$ cat src/wpf_pkg.sv
// ----------------------------------------------------------------------------
// wpf_pkg: shared types and constants of the waypoint path follower.
// Command codes, controller states and the controller/datapath interface.
// ----------------------------------------------------------------------------
`default_nettype none
package wpf_pkg;
  localparam int MaxWaypoints = 64;
  localparam int WpIdxW = $clog2(MaxWaypoints);
  localparam int WpCntW = $clog2(MaxWaypoints + 1);

  typedef enum logic [1:0] {
    CMD_PLACE  = 2'd0,
    CMD_CLEAR  = 2'd1,
    CMD_APPEND = 2'd2,
    CMD_TICK   = 2'd3
  } cmd_t;

  typedef enum logic [4:0] {
    ST_IDLE, ST_RD_TGT, ST_LD_TGT, ST_SQ, ST_SQRT, ST_DECIDE,
    ST_MUL, ST_DIVX, ST_DIVY, ST_APPLY, ST_RD_PREV, ST_LD_PREV,
    ST_LD_NEW, ST_SEG_SQ, ST_SEG_SQRT, ST_SEG_DECIDE, ST_SNAP, ST_OUT
  } state_t;

  // Datapath operations requested by the controller.
  typedef enum logic [3:0] {
    OP_NONE, OP_PLACE, OP_CLEAR, OP_APPEND, OP_STEP, OP_RD_TGT, OP_LD_TGT,
    OP_SQ, OP_SQRT, OP_MUL, OP_DIVX, OP_DIVY, OP_APPLY, OP_RD_PREV,
    OP_LD_PREV, OP_ADVANCE
  } op_t;

  typedef struct packed {
    op_t  op;
    logic snap;      // with OP_ADVANCE: final waypoint reached
    logic seg_zero;  // with OP_APPLY: place on previous waypoint
    logic start;     // first cycle of an iterative op
  } wpf_cmd_t;

  typedef struct packed {
    logic done;       // iterative op finished
    logic empty;      // path length is zero
    logic reached;    // step >= dist
    logic has_next;   // target+1 < path length
    logic len_zero;   // segment length is zero
  } wpf_stat_t;
endpackage
`default_nettype wire

$ cat src/wpf_ctrl.sv
// ----------------------------------------------------------------------------
// wpf_ctrl: sequencing state machine of the waypoint path follower.
// Walks each command through the shared datapath, one step per state.
// ----------------------------------------------------------------------------
`default_nettype none
module wpf_ctrl (
  input  wire logic            clk,
  input  wire logic            rst,
  input  wire logic            in_go,
  input  wire wpf_pkg::cmd_t   in_cmd,
  input  wire logic            out_free,
  output logic                 busy,
  output logic                 res_load,
  output wpf_pkg::wpf_cmd_t    cmd,
  input  wire wpf_pkg::wpf_stat_t stat
);
  import wpf_pkg::*;
  state_t state, state_next;
  logic res_pend, res_pend_next;

  always_ff @(posedge clk) begin
    if (rst) begin
      state <= ST_IDLE;
    end else begin
      state <= state_next;
    end
  end

  always_comb begin
    state_next = state;
    cmd = '{op: OP_NONE, snap: 1'b0, seg_zero: 1'b0, start: 1'b0};
    res_load = 1'b0;
    busy = (state != ST_IDLE);
    unique case (state)
      ST_IDLE: begin
        if (in_go) begin
          unique case (in_cmd)
            CMD_PLACE:  begin cmd.op = OP_PLACE;  state_next = ST_OUT; end
            CMD_CLEAR:  begin cmd.op = OP_CLEAR;  state_next = ST_OUT; end
            CMD_APPEND: begin cmd.op = OP_APPEND; state_next = ST_OUT; end
            CMD_TICK:   begin cmd.op = OP_STEP;   state_next = ST_RD_TGT; end
            default:    state_next = ST_OUT;
          endcase
        end
      end
      ST_RD_TGT: begin
        cmd.op = OP_RD_TGT;
        state_next = stat.empty ? ST_OUT : ST_LD_TGT;
      end
      ST_LD_TGT: begin cmd.op = OP_LD_TGT; state_next = ST_SQ; end
      ST_SQ: begin cmd.op = OP_SQ; state_next = ST_SQRT; end
      ST_SQRT: begin
        cmd.op = OP_SQRT;
        cmd.start = 1'b1;
        state_next = ST_DECIDE;
      end
      ST_DECIDE: begin
        cmd.op = OP_SQRT;
        if (stat.done) begin
          if (!stat.reached) begin
            state_next = ST_MUL;
          end else if (stat.has_next) begin
            state_next = ST_RD_PREV;
          end else begin
            state_next = ST_SNAP;
          end
        end
      end
      ST_MUL: begin cmd.op = OP_MUL; state_next = ST_DIVX; end
      ST_DIVX: begin
        cmd.op = OP_DIVX;
        cmd.start = 1'b1;
        state_next = ST_DIVY;
      end
      ST_DIVY: begin
        cmd.op = OP_DIVX;
        if (stat.done) begin
          cmd.op = OP_DIVY;
          cmd.start = 1'b1;
          state_next = ST_APPLY;
        end
      end
      ST_APPLY: begin
        cmd.op = OP_DIVY;
        if (stat.done) begin
          cmd.op = OP_APPLY;
          state_next = ST_OUT;
        end
      end
      ST_RD_PREV: begin cmd.op = OP_RD_PREV; state_next = ST_LD_PREV; end
      ST_LD_PREV: begin cmd.op = OP_LD_PREV; state_next = ST_LD_NEW; end
      ST_LD_NEW: begin cmd.op = OP_LD_TGT; state_next = ST_SEG_SQ; end
      ST_SEG_SQ: begin
        cmd.op = OP_ADVANCE;
        state_next = ST_SEG_SQRT;
      end
      ST_SEG_SQRT: begin
        cmd.op = OP_SQRT;
        cmd.start = 1'b1;
        state_next = ST_SEG_DECIDE;
      end
      ST_SEG_DECIDE: begin
        cmd.op = OP_SQRT;
        if (stat.done) begin
          if (stat.len_zero) begin
            cmd.op = OP_APPLY;
            cmd.seg_zero = 1'b1;
            state_next = ST_OUT;
          end else begin
            state_next = ST_MUL;
          end
        end
      end
      ST_SNAP: begin
        cmd.op = OP_ADVANCE;
        cmd.snap = 1'b1;
        state_next = ST_OUT;
      end
      ST_OUT: begin
        if (out_free) begin
          res_load = 1'b1;
          state_next = ST_IDLE;
        end
      end
      default: state_next = ST_IDLE;
    endcase
  end

  // Tracks that a result load follows every accepted command.
  always_comb res_pend_next = (in_go && state == ST_IDLE) ? 1'b1 :
                              (res_load ? 1'b0 : res_pend);
  always_ff @(posedge clk) begin
    if (rst) begin
      res_pend <= 1'b0;
    end else begin
      res_pend <= res_pend_next;
    end
  end

  a_pend: assert property (@(posedge clk) disable iff (rst)
    (state == ST_IDLE) |-> !res_pend) else $error("result pending in idle");
  a_go_idle: assert property (@(posedge clk) disable iff (rst)
    (in_go && state == ST_IDLE) |=> (state != ST_IDLE)) else $error("missed go");
  a_load_out: assert property (@(posedge clk) disable iff (rst)
    res_load |-> (state == ST_OUT)) else $error("load outside ST_OUT");
endmodule
`default_nettype wire

$ cat config.mk
export PLATFORM = sky130hd
export DESIGN_NAME = wpf_ctrl
export DESIGN_NICKNAME = d
export VERILOG_FILES = /design/src/wpf_pkg.sv /design/src/wpf_ctrl.sv
export SDC_FILE = /design/constraint.sdc
export NUM_CORES = 1
export LEC_CHECK = 0
export ABC_AREA = 1
export BUFFER_PORTS_ARGS = -buffer_cell sky130_fd_sc_hd__buf_4
export CORE_MARGIN = 4
export CORE_UTILIZATION = 35
export DETAILED_ROUTE_END_ITERATION = 6
export HOLD_SLACK_MARGIN = 0.12
export PLACE_DENSITY = 0.56
export REMOVE_ABC_BUFFERS = 1
export SETUP_SLACK_MARGIN = 0.02
export SKIP_CTS_REPAIR_TIMING = 1
export SYNTH_ARGS = -nofsm -noshare
export SYNTH_HDL_FRONTEND = slang
export SYNTH_SLANG_ARGS = --single-unit
$ cat constraint.sdc
create_clock -name clk -period 3.4 [get_ports clk]
set_input_delay 0.51 -clock clk [delete_from_list [all_inputs] [get_ports clk]]
set_output_delay 0.51 -clock clk [all_outputs]
set_load 0.02 [all_outputs]
Word-level counts from Yosys, hierarchy flattened
Cells that the tools add are included.
{ "totals": {"elab_cells": 63, "output_inout_bits": 9, "reg_bits": 5, "input_bits": 11} }
{ "classes": {"muxes": 27, "eq_ne": 26, "n_reduce_logical": 9} }
{ "ops": {"columns": ["operator", "count"], "rows": [
  ["$pmux W5 S18", 1],
  ["$pmux W4 S13", 1],
  ["$mux W5", 10],
  ["$eq A5 B4 Y1 const B", 8],
  ["$eq A5 B3 Y1 const B", 4],
  ["$pmux W4 S4", 1],
  ["$ne A2 B2 Y1 const B", 6],
  ["$eq A5 B2 Y1 const B", 2],
  ["$eq A5 B5 Y1 const B", 2],
  ["$pmux W5 S2", 1],
  ["$mux W3", 3],
  ["$reduce_or A3 Y1", 3],
  ["$mux W1", 8],
  ["$reduce_and A6 Y1", 1],
  ["$eq A5 B1 Y1 const B", 1],
  ["$logic_not A5 Y1", 1],
  ["$reduce_bool A5 Y1", 1],
  ["$eq A2 B2 Y1 const B", 2],
  ["$mux W4", 1],
  ["$reduce_or A2 Y1", 2],
  ["$eq A2 B1 Y1 const B", 1],
  ["$logic_not A2 Y1", 1],
  ["$pmux W1 S2", 1]
]} }

Logic depth before layout (Yosys ltp)
Gate-level depths: netlist of run 1.
{ "depth": {"depth_word": 5, "depth_mapped": 10, "depth_no_buf": 9} }

Worst setup path after synthesis of run 1
No wires, ideal clock.
{ "synth_timing": {"kind": "register to output", "startpoint": "reg state[3]", "endpoint": "out cmd[5] (netlist name)", "t_arrival_ns": 1.410, "path_stages_with_launch": 7, "slack_ns": 1.480, "required_time_ns": 2.890, "path_buffers": 0, "path_cell_list": "dfxtp_1 -> nand2_2 -> nor2_4 -> nand3_1 -> nor2_1 -> a21oi_1 -> nand3_1"} }
{ "synth_lines": {"columns": ["element", "line", "rtl"], "rows": [
  ["start, declared", "wpf_ctrl.sv:18", "state_t state, state_next;"],
  ["start signal, assigned", "wpf_ctrl.sv:25", "state <= state_next;"],
  ["end, declared", "wpf_ctrl.sv:14", "output wpf_pkg::wpf_cmd_t cmd,"]
]} }

==> results of run 1 <==
per-layer routing:
| metal | GRT usage, % | part of all wire [%] | vias to the layer above |
|---|---|---|---|
| li1 | - | - | 487 |
| met1 | 24.6 | 45 | 417 |
| met2 | 27.2 | 44 | 47 |
| met3 | 4.99 | 8.9 | 8 |
| met4 | 7.23 | 2.6 | 0 |
| met5 | 0 | 0 | - |
metrics by stage:
stage / area (µm²) / setup WS, ns / power, mW / cells / utilization [%]
4_1_cts: 931 / 1.14 / 0.643 / 184 / 47.0
5_1_grt: 931 / 0.960 / 0.709 / 184 / 47.0
6_report: 931 / 1.16 / 0.647 / 184 / 47.0
3_3_place_gp: 905 / 1.45 / 0.581 / 180 / 45.6
2_1_floorplan: 728 / 1.48 / 0.412 / 134 / -
3_5_place_dp: 905 / 1.41 / 0.570 / 180 / 45.6
synth_stat cells:
| cell | instances |
|---|---|
| sky130_fd_sc_hd__nand2_1 | 32 |
| sky130_fd_sc_hd__nor2_1 | 18 |
| sky130_fd_sc_hd__inv_1 | 15 |
| sky130_fd_sc_hd__nand3_1 | 12 |
| sky130_fd_sc_hd__a21oi_1 | 11 |
| sky130_fd_sc_hd__inv_2 | 7 |
| sky130_fd_sc_hd__dfxtp_1 | 5 |
| sky130_fd_sc_hd__nand4_1 | 5 |
| sky130_fd_sc_hd__nor3_1 | 5 |
| sky130_fd_sc_hd__nand2_2 | 4 |
| sky130_fd_sc_hd__nor2_2 | 3 |
| sky130_fd_sc_hd__ha_1 | 2 |
| sky130_fd_sc_hd__nand3_2 | 2 |
| sky130_fd_sc_hd__nor2_4 | 2 |
| sky130_fd_sc_hd__o211ai_1 | 2 |
| sky130_fd_sc_hd__o21ai_0 | 2 |
| sky130_fd_sc_hd__a21oi_2 | 1 |
| sky130_fd_sc_hd__a31oi_1 | 1 |
| sky130_fd_sc_hd__buf_2 | 1 |
| sky130_fd_sc_hd__clkinv_1 | 1 |
| sky130_fd_sc_hd__nand3b_1 | 1 |
| sky130_fd_sc_hd__o2111ai_1 | 1 |
| sky130_fd_sc_hd__o221ai_1 | 1 |
| sky130_fd_sc_hd__or2_2 | 1 |
power groups by stage:
stage          clock [mW]  sequential [mW]  combinational (mW)
6_report           0.0725            0.106               0.468
5_1_grt            0.0787            0.109               0.521
4_1_cts            0.0732            0.105               0.465
3_5_place_dp            0            0.107               0.463
3_3_place_gp            0            0.105               0.475
2_1_floorplan           0            0.100               0.312
cell type report:
class                           instances  share of cell area [%]
Multi-Input combinational cell        106                    58.2
Timing Repair Buffer                   19                    15.3
Sequential cell                         5                    10.8
Inverter                               23                    9.27
Tap cell                               27                    3.63
Clock buffer                            4                    2.82
final timing paths:
path / cells after the start / slack [ns] / to
worst max register to register: 7 / 1.93 / state[0]$_SDFFE_PP0P_
worst max-delay path: 6 / 1.16 / cmd[4]
worst min register to register: 2 / 0.57 / state[0]$_SDFFE_PP0P_
worst min-delay path: 2 / 0.46 / state[4]$_SDFFE_PP0P_
cells by family after synthesis:
family / after synthesis / synth area share (%)
simple gates: 85 / 55.1
buf+inv: 24 / 12.5
compound gates: 19 / 15.4
flops: 5 / 13.7
fa+ha+maj: 2 / 3.41
==> results.toml, run 1 <==
[outcome]
run_status = "finished, final reports clean"

[drt]
totalWireLength_um = 2260
avgViaCountPerCell = 5.21
initialDrtViolationCount = 50
wire_per_inst_um = 12.3
detailroute.via_count = 959
postRouteAntennaNets = 0
drc = 0
detailedRoute.firstPassIterationCount = 4

[clock_network]
ctsHtreeMaxLevel = 1
clock_insertion_delay_worst_skew_ns = 0.25
root_buf_cell = "sky130_fd_sc_hd__clkbuf_4"
cts_made_buffers = 3
cts.sink_count = 5
clock_tree.buffer_depth = 2
tritoncts_clock_tree = "yes"
cts.reportedPaths.clkPinSlew_ns = 0.05

[placement]
place_hpwl_um = 1880
gp_congestion = 0.884
port-buffer-count = 19

[floorplanning]
die-width_um = 53.8
boundaryPins = 20
die_area_um2 = 2890
core_um2 = 1980
placement_rows = 16
initial_core_util_pct = 37.0
die_height_um = 53.8

[global_route]
number_of_antenna_violations_at_the_first_check_in_global_routing = 0
grtUsageTotal_pct = 18.3
via_count_of_the_first_global_routing_pass = 884
grt_overflow_total = 0
global_route_wire_length_before_repair_um = 3890
largest_net_degree_at_the_start_of_global_routing = 9

[yosys]
synth_largest_type_area_fraction_pct = 16.4
synth.avg_cell_area_um2 = 5.43
ys_seq_elements = 5
post_synth_num_cell_types = 24
synth_area_um2 = 733
library_cell_with_the_largest_summed_area_after_synthesis = "sky130_fd_sc_hd__nand2_1"
synthesis.yosys.warnings = 0
synthesis.instances = 135
ys_top_cells_by_area = "sky130_fd_sc_hd__nand2_1, sky130_fd_sc_hd__dfxtp_1, sky130_fd_sc_hd__nor2_1"
seq_area_frac_synth_pct = 13.7

[timing]
max_slew.worst_pin.slew_ns = 0.328
timing.slew.headroom_pct = 78.1
finalClockSkew_ns = 0.000582
finalSetupViolations = 0
drv_slew = 0
timing.fmax_ghz = 0.446
rsz0062_at_grt = "no"
final.setup.tns_ns = 0
worst_hold_slack_ns = 0.460
post-route-min-period_ns = 2.24
post-route-period-util_pct = 66.0
hold_viol = 0

[finish]
n_antenna_cell = 0
largest_register_ff_count = 5
fin_nets = 171
mostFrequentLayoutCell = "sky130_fd_sc_hd__nand2_1"
reg.largest.list = "state: 5 flops"
seqCellArea_um2 = 100
top_register_by_number_of_flip_flops = "state"
filler_cells = 211
final_layout_size_suffix_gt1_share_pct = 26.8
multi_input_area_um2 = 542
area.growth.synth_to_final_pct = 27.0
mostFrequentLayoutCells = "sky130_fd_sc_hd__nand2_1, sky130_fd_sc_hd__buf_4, sky130_fd_sc_hd__nor2_1"

[job]
maxCapViolations = 0

[hold_path]
hold_path_class = "in -> reg"
holdCritStartpoint = "rst"

[worst_setup_path]
path_delay_family = "flip-flops"
worstPathMaxFanout = 8
worst_ep_required_time_ns = 2.89
crit_arrival_ns = 1.73
worst-setup-path-type = "reg -> out"
cp_cell_sequence = "inv_2, nand3_1, o21ai_0, nor3_1, o2111ai_1, buf_4"
worstSetupStartpoint = "state[4]$_SDFFE_PP0P_"
timing.critical_path.slowest_cell_delay_ns = 0.51
crit_buf_inv = 2
r2r-start = "state[1]$_SDFFE_PP0P_"
kind_of_capture_point_of_the_worst_setup_path = "output port"
setup.worst_path.start_class = "flop"
slowest_stage = "sky130_fd_sc_hd__dfxtp_1"

[pwr]
power.internal_mw = 0.285
comb_power_share_pct = 72.4
p_leak_nw = 0.499
pwr-share-clk_pct = 11.2
power.net_switching_mw = 0.361
power_frac_seq_pct = 16.4
sw_frac_of_total_pct = 55.9
ir_worst_vdd_mv = 0.354
power.density_nw_per_um2 = 695
Power figures use the tool's default switching activity.
==> run 2, diff against run 1 <==
--- a/config.mk
+++ b/config.mk
@@ -11,7 +11,7 @@
 export CORE_UTILIZATION = 35
 export DETAILED_ROUTE_END_ITERATION = 6
 export HOLD_SLACK_MARGIN = 0.12
-export PLACE_DENSITY = 0.56
+export PLACE_DENSITY = 0.58
 export REMOVE_ABC_BUFFERS = 1
 export SETUP_SLACK_MARGIN = 0.02
 export SKIP_CTS_REPAIR_TIMING = 1
==> constraint.sdc (replaced) <==
create_clock -name clk -period 1.87 [get_ports clk]
set_input_delay 0.2805 -clock clk [delete_from_list [all_inputs] [get_ports clk]]
set_output_delay 0.2805 -clock clk [all_outputs]
set_load 0.02 [all_outputs]
==> run 2 against run 1 <==
  * Wire length is 12% higher
  * Critical endpoint is now cmd[3]
  * Critical path depth is 2 higher
  * Power is 97% higher
  * Highest routed layer unchanged
  * Largest power group unchanged
==> results.toml, run 2 (synthesis gave the netlist of run 1 again) <==
[clock_network]
ctsHtreeMaxLevel = 1
root_buf_cell = "sky130_fd_sc_hd__clkbuf_4"
cts.reportedPaths.clkPinSlew_ns = 0.04
cts.sink_count = 5
clock_tree.buffer_depth = 2
cts_made_buffers = 3
tritoncts_clock_tree = "yes"
clock_insertion_delay_worst_skew_ns = 0.25

[drt]
totalWireLength_um = 2520
postRouteAntennaNets = 0
drc = 0
detailedRoute.firstPassIterationCount = 4
wire_per_inst_um = 13.2
initialDrtViolationCount = 27
detailroute.via_count = 990
avgViaCountPerCell = 5.18

[global_route]
number_of_antenna_violations_at_the_first_check_in_global_routing = 0
grt_overflow_total = 0
largest_net_degree_at_the_start_of_global_routing = 9
global_route_wire_length_before_repair_um = 3900
via_count_of_the_first_global_routing_pass = 896
grtUsageTotal_pct = 18.7

[outcome]
run_status = "finished, final reports clean"

[job]
maxCapViolations = 0

[worst_setup_path]
setup.worst_path.start_class = "flop"
worstPathMaxFanout = 5
worst_ep_required_time_ns = 1.59
register_to_register_path_depth = 9
r2r-start = "state[1]$_SDFFE_PP0P_"
worst-setup-path-type = "reg -> out"
crit_arrival_ns = 1.49
worst-r2r-setup-slack_ns = 0.41
kind_of_capture_point_of_the_worst_setup_path = "output port"
timing.rr.end = "state[1]$_SDFFE_PP0P_"

[finish]
filler_cells = 211
area.growth.synth_to_final_pct = 40.1
mostFrequentLayoutCells = "sky130_fd_sc_hd__nand2_1, sky130_fd_sc_hd__buf_4, sky130_fd_sc_hd__inv_1, sky130_fd_sc_hd__nor2_1, sky130_fd_sc_hd__a21oi_1"
reg.largest.list = "state: 5 flops"
n_antenna_cell = 0
largest_register_ff_count = 5
top_register_by_number_of_flip_flops = "state"
final_layout_size_suffix_gt1_share_pct = 36.0
mostFrequentLayoutCell = "sky130_fd_sc_hd__nand2_1"
finalNonFillerCells = 191
multi_input_area_um2 = 574
seqCellArea_um2 = 109
fin_nets = 178

[pwr]
pwr-share-clk_pct = 9.8
power_frac_seq_pct = 15.3
p_leak_nw = 0.542
sw_frac_of_total_pct = 54.7
power.net_switching_mw = 0.696
power.density_nw_per_um2 = 1240
power.internal_mw = 0.577
ir_worst_vdd_mv = 0.685
comb_power_share_pct = 75.0
total_power_consumption_of_the_routed_design_mw = 1.27

[timing]
drv_slew = 0
post-route-period-util_pct = 94.7
rsz0062_at_grt = "yes"
post-route-min-period_ns = 1.77
finalClockSkew_ns = 0.000183
timing.slew.headroom_pct = 83.4
finalSetupViolations = 0
max_slew.worst_pin.slew_ns = 0.247
timing.fmax_ghz = 0.565
worst_hold_slack_ns = 0.225
hold_viol = 0
final.setup.tns_ns = 0
setup_slack_ns = 0.0986

[floorplanning]
placement_rows = 16
die_height_um = 53.8
die-width_um = 53.8
initial_core_util_pct = 37.0
die_area_um2 = 2890
core_um2 = 1980
boundaryPins = 20

[placement]
place_hpwl_um = 2020
gp_congestion = 0.945
numPlacedInstances = 187
pre_cts_ws_ns = 0.114
port-buffer-count = 19

[hold_path]
whs_path_depth = 2
hold_path_class = "in -> reg"
min_to = "state[4]$_SDFFE_PP0P_"
holdCritStartpoint = "rst"
==> run 2: worst max-delay path, stage by stage, from the launching register on <==
cell                      delay, ns
sky130_fd_sc_hd__dfxtp_4       0.36
sky130_fd_sc_hd__buf_4         0.16
sky130_fd_sc_hd__nand3_2       0.11
sky130_fd_sc_hd__inv_2         0.07
sky130_fd_sc_hd__nand2_1       0.10
sky130_fd_sc_hd__nor2_1        0.06
sky130_fd_sc_hd__nor3_1        0.12
sky130_fd_sc_hd__nand4_1       0.09
sky130_fd_sc_hd__buf_4         0.17
==> run 2: how the worst max path moves through the flow <==
stage	start	to	slack (ns)	depth (start not counted)
2_1_floorplan	state[3]$_SDFFE_PP0P_	cmd[5]	0.18	6
3_3_place_gp	state[4]$_SDFFE_PP0P_	cmd[4]	0.14	6
3_5_place_dp	state[4]$_SDFFE_PP0P_	cmd[4]	0.11	6
4_1_cts	state[4]$_SDFFE_PP0P_	cmd[4]	-0.15	6
5_1_grt	state[0]$_SDFFE_PP0P_	cmd[0]	-0.01	6
6_report	state[3]$_SDFFE_PP0P_	cmd[3]	0.1	8
==> run 2: cell type report <==
type | instances | area share, %
Tap cell | 27 | 3.29
Multi-Input combinational cell | 106 | 55.9
Clock buffer | 4 | 2.56
Inverter | 23 | 8.65
Timing Repair Buffer | 26 | 19.0
Sequential cell | 5 | 10.6
==> run 2: through the flow <==
step / cell area, µm² / util [%]
finish: 1030 / 51.8
global route: 1030 / 51.8
global placement: 957 / 48.3
detailed placement: 957 / 48.3
CTS: 983 / 49.6
floorplan: 728 / -
==> run 2: per-layer routing <==
metal	vias up	global-route usage, %	routed length (µm)
met3	10	5.26	150
met5	-	0	0
met4	0	5.11	64
li1	505	-	-
met2	35	31.0	1200
met1	440	23.4	1100
==> run 2: power groups by stage <==
stage               logic (mW)  registers (mW)  clock network [mW]
CTS                      0.918           0.177               0.126
detailed placement       0.914           0.178                   0
global route              1.04           0.196               0.139
global placement         0.930           0.176                   0
floorplan                0.566           0.183                   0
finish                   0.954           0.194               0.124
==> run 3, diff against run 2 <==
==> constraint.sdc (replaced) <==
create_clock -name clk -period 1.87 [get_ports clk]
set_input_delay 0.374 -clock clk [delete_from_list [all_inputs] [get_ports clk]]
set_output_delay 0.374 -clock clk [all_outputs]
set_load 0.02 [all_outputs]
==> run 3 against run 2 <==
  * Critical path depth is 2 lower
  * Critical path type unchanged
  * Cell count stayed put
  * Largest cell class unchanged
  * Combinational power is 16% higher
  * Fmax is 1.5% lower
  * Cell area is 9.3% higher
  * Count of clock-buffer cells in the layout stayed put
  * Flip-flop and latch count stayed put
  * Via count is 2.4% higher
  * Setup slack worse by 0.027 ns
  * Worst hold slack better by 0.089 ns
==> results.toml, run 3 (synthesis gave the netlist of run 1 again) <==
[floorplanning]
die-width_um = 53.8
initial_core_util_pct = 37.0
core_um2 = 1980
placement_rows = 16
die_area_um2 = 2890
boundaryPins = 20
die_height_um = 53.8

[clock_network]
root_buf_cell = "sky130_fd_sc_hd__clkbuf_4"
tritoncts_clock_tree = "yes"
clock_insertion_delay_worst_skew_ns = 0.25
cts.sink_count = 5
cts_made_buffers = 3
cts.reportedPaths.clkPinSlew_ns = 0.05
clock_tree.buffer_depth = 2
ctsHtreeMaxLevel = 1

[finish]
mostFrequentLayoutCells = "sky130_fd_sc_hd__nand2_1, sky130_fd_sc_hd__buf_4, sky130_fd_sc_hd__inv_1, sky130_fd_sc_hd__nor2_1, sky130_fd_sc_hd__a21oi_1"
largest_register_ff_count = 5
n_antenna_cell = 0
mostFrequentLayoutCell = "sky130_fd_sc_hd__nand2_1"
top_register_by_number_of_flip_flops = "state"
final_layout_size_suffix_gt1_share_pct = 44.5
fin_nets = 178
reg.largest.list = "state: 5 flops"
area.growth.synth_to_final_pct = 53.1

[global_route]
via_count_of_the_first_global_routing_pass = 908
largest_net_degree_at_the_start_of_global_routing = 9
grtUsageTotal_pct = 17.6
grt_overflow_total = 0
number_of_antenna_violations_at_the_first_check_in_global_routing = 0
global_route_wire_length_before_repair_um = 3770

[drt]
wire_per_inst_um = 13.2
drc = 0
postRouteAntennaNets = 0
initialDrtViolationCount = 73
totalWireLength_um = 2520
avgViaCountPerCell = 5.31
detailedRoute.firstPassIterationCount = 4
detailroute.via_count = 1014

[pwr]
ir_worst_vdd_mv = 0.738
power.density_nw_per_um2 = 1280
p_leak_nw = 0.557

[worst_setup_path]
kind_of_capture_point_of_the_worst_setup_path = "output port"
worst_ep_required_time_ns = 1.50
worst-setup-path-type = "reg -> out"
crit_arrival_ns = 1.42
setup.worst_path.start_class = "flop"
worstPathMaxFanout = 6

[timing]
timing.slew.headroom_pct = 86.0
post-route-period-util_pct = 96.2
post-route-min-period_ns = 1.80
drv_slew = 0
setup_slack_ns = 0.0717
finalSetupViolations = 0
finalClockSkew_ns = 0.0105
rsz0062_at_grt = "yes"
final.setup.tns_ns = 0
max_slew.worst_pin.slew_ns = 0.209
hold_viol = 0
worst_hold_slack_ns = 0.315
timing.fmax_ghz = 0.556

[job]
maxCapViolations = 0

[placement]
place_hpwl_um = 1910
port-buffer-count = 19
gp_congestion = 0.960
pre_cts_ws_ns = 0.0490

[outcome]
run_status = "finished, final reports clean"

[hold_path]
hold_path_class = "in -> reg"
==> run 3: changes by cell type in the layout (fill, tap and decap cells not counted), moves of 3 or more <==
cell | previous run | this run
sky130_fd_sc_hd__nand2_1 | 32 | 26
sky130_fd_sc_hd__nand2_2 | 4 | 7
sky130_fd_sc_hd__nand2_4 | 0 | 3
sky130_fd_sc_hd__nor2_4 | 3 | 6
==> run 3: worst max-delay path, stage by stage, from the launching register on <==
cell	delay (ns)
sky130_fd_sc_hd__dfxtp_4	0.37
sky130_fd_sc_hd__nor2_4	0.22
sky130_fd_sc_hd__inv_2	0.09
sky130_fd_sc_hd__nor2_2	0.15
sky130_fd_sc_hd__nor3_2	0.07
sky130_fd_sc_hd__o2111ai_1	0.10
sky130_fd_sc_hd__buf_4	0.17
==> run 3: stage by stage <==
| stage | cell area [µm²] | instances | power [mW] | util, % |
|---|---|---|---|---|
| 6_report | 1120 | 191 | 1.44 | 56.6 |
| 5_1_grt | 1120 | 191 | 1.54 | 56.6 |
| 4_1_cts | 968 | 189 | 1.23 | 48.9 |
| 3_5_place_dp | 942 | 185 | 1.09 | 47.5 |
| 3_3_place_gp | 942 | 185 | 1.12 | 47.5 |
| 2_1_floorplan | 728 | 134 | 0.749 | - |
==> run 3: final cells by class <==
cell class | count | area (µm²)
Fill cell | 199 | 860
Sequential cell | 5 | 116
Multi-Input combinational cell | 106 | 649
Timing Repair Buffer | 26 | 203
Inverter | 23 | 93.8
Tap cell | 27 | 33.8
Clock buffer | 4 | 26.3
==> run 3: final timing paths <==
kind / start / slack (ns) / cells after the start / endpoint
max reg2reg: state[4]$_SDFFE_PP0P_ / 0.47 / 8 / state[2]$_SDFFE_PP0P_
min: rst / 0.31 / 2 / state[0]$_SDFFE_PP0P_
max: state[1]$_SDFFE_PP0P_ / 0.07 / 6 / cmd[4]
min reg2reg: state[3]$_SDFFE_PP0P_ / 0.56 / 2 / state[3]$_SDFFE_PP0P_
==> run 3: where the power goes <==
part	switching, mW	total (mW)	internal (mW)
sequential	0.0548	0.198	0.143
clock	0.0474	0.128	0.0808
combinational	0.678	1.11	0.433
==> run 3: per-layer routing <==
metal | up-vias | part of all wire (%) | global-route usage, %
li1 | 503 | - | -
met1 | 459 | 43 | 24.2
met2 | 50 | 48 | 28.6
met3 | 2 | 8.1 | 3.32
met4 | 0 | 0.40 | 2.98
met5 | - | 0 | 0
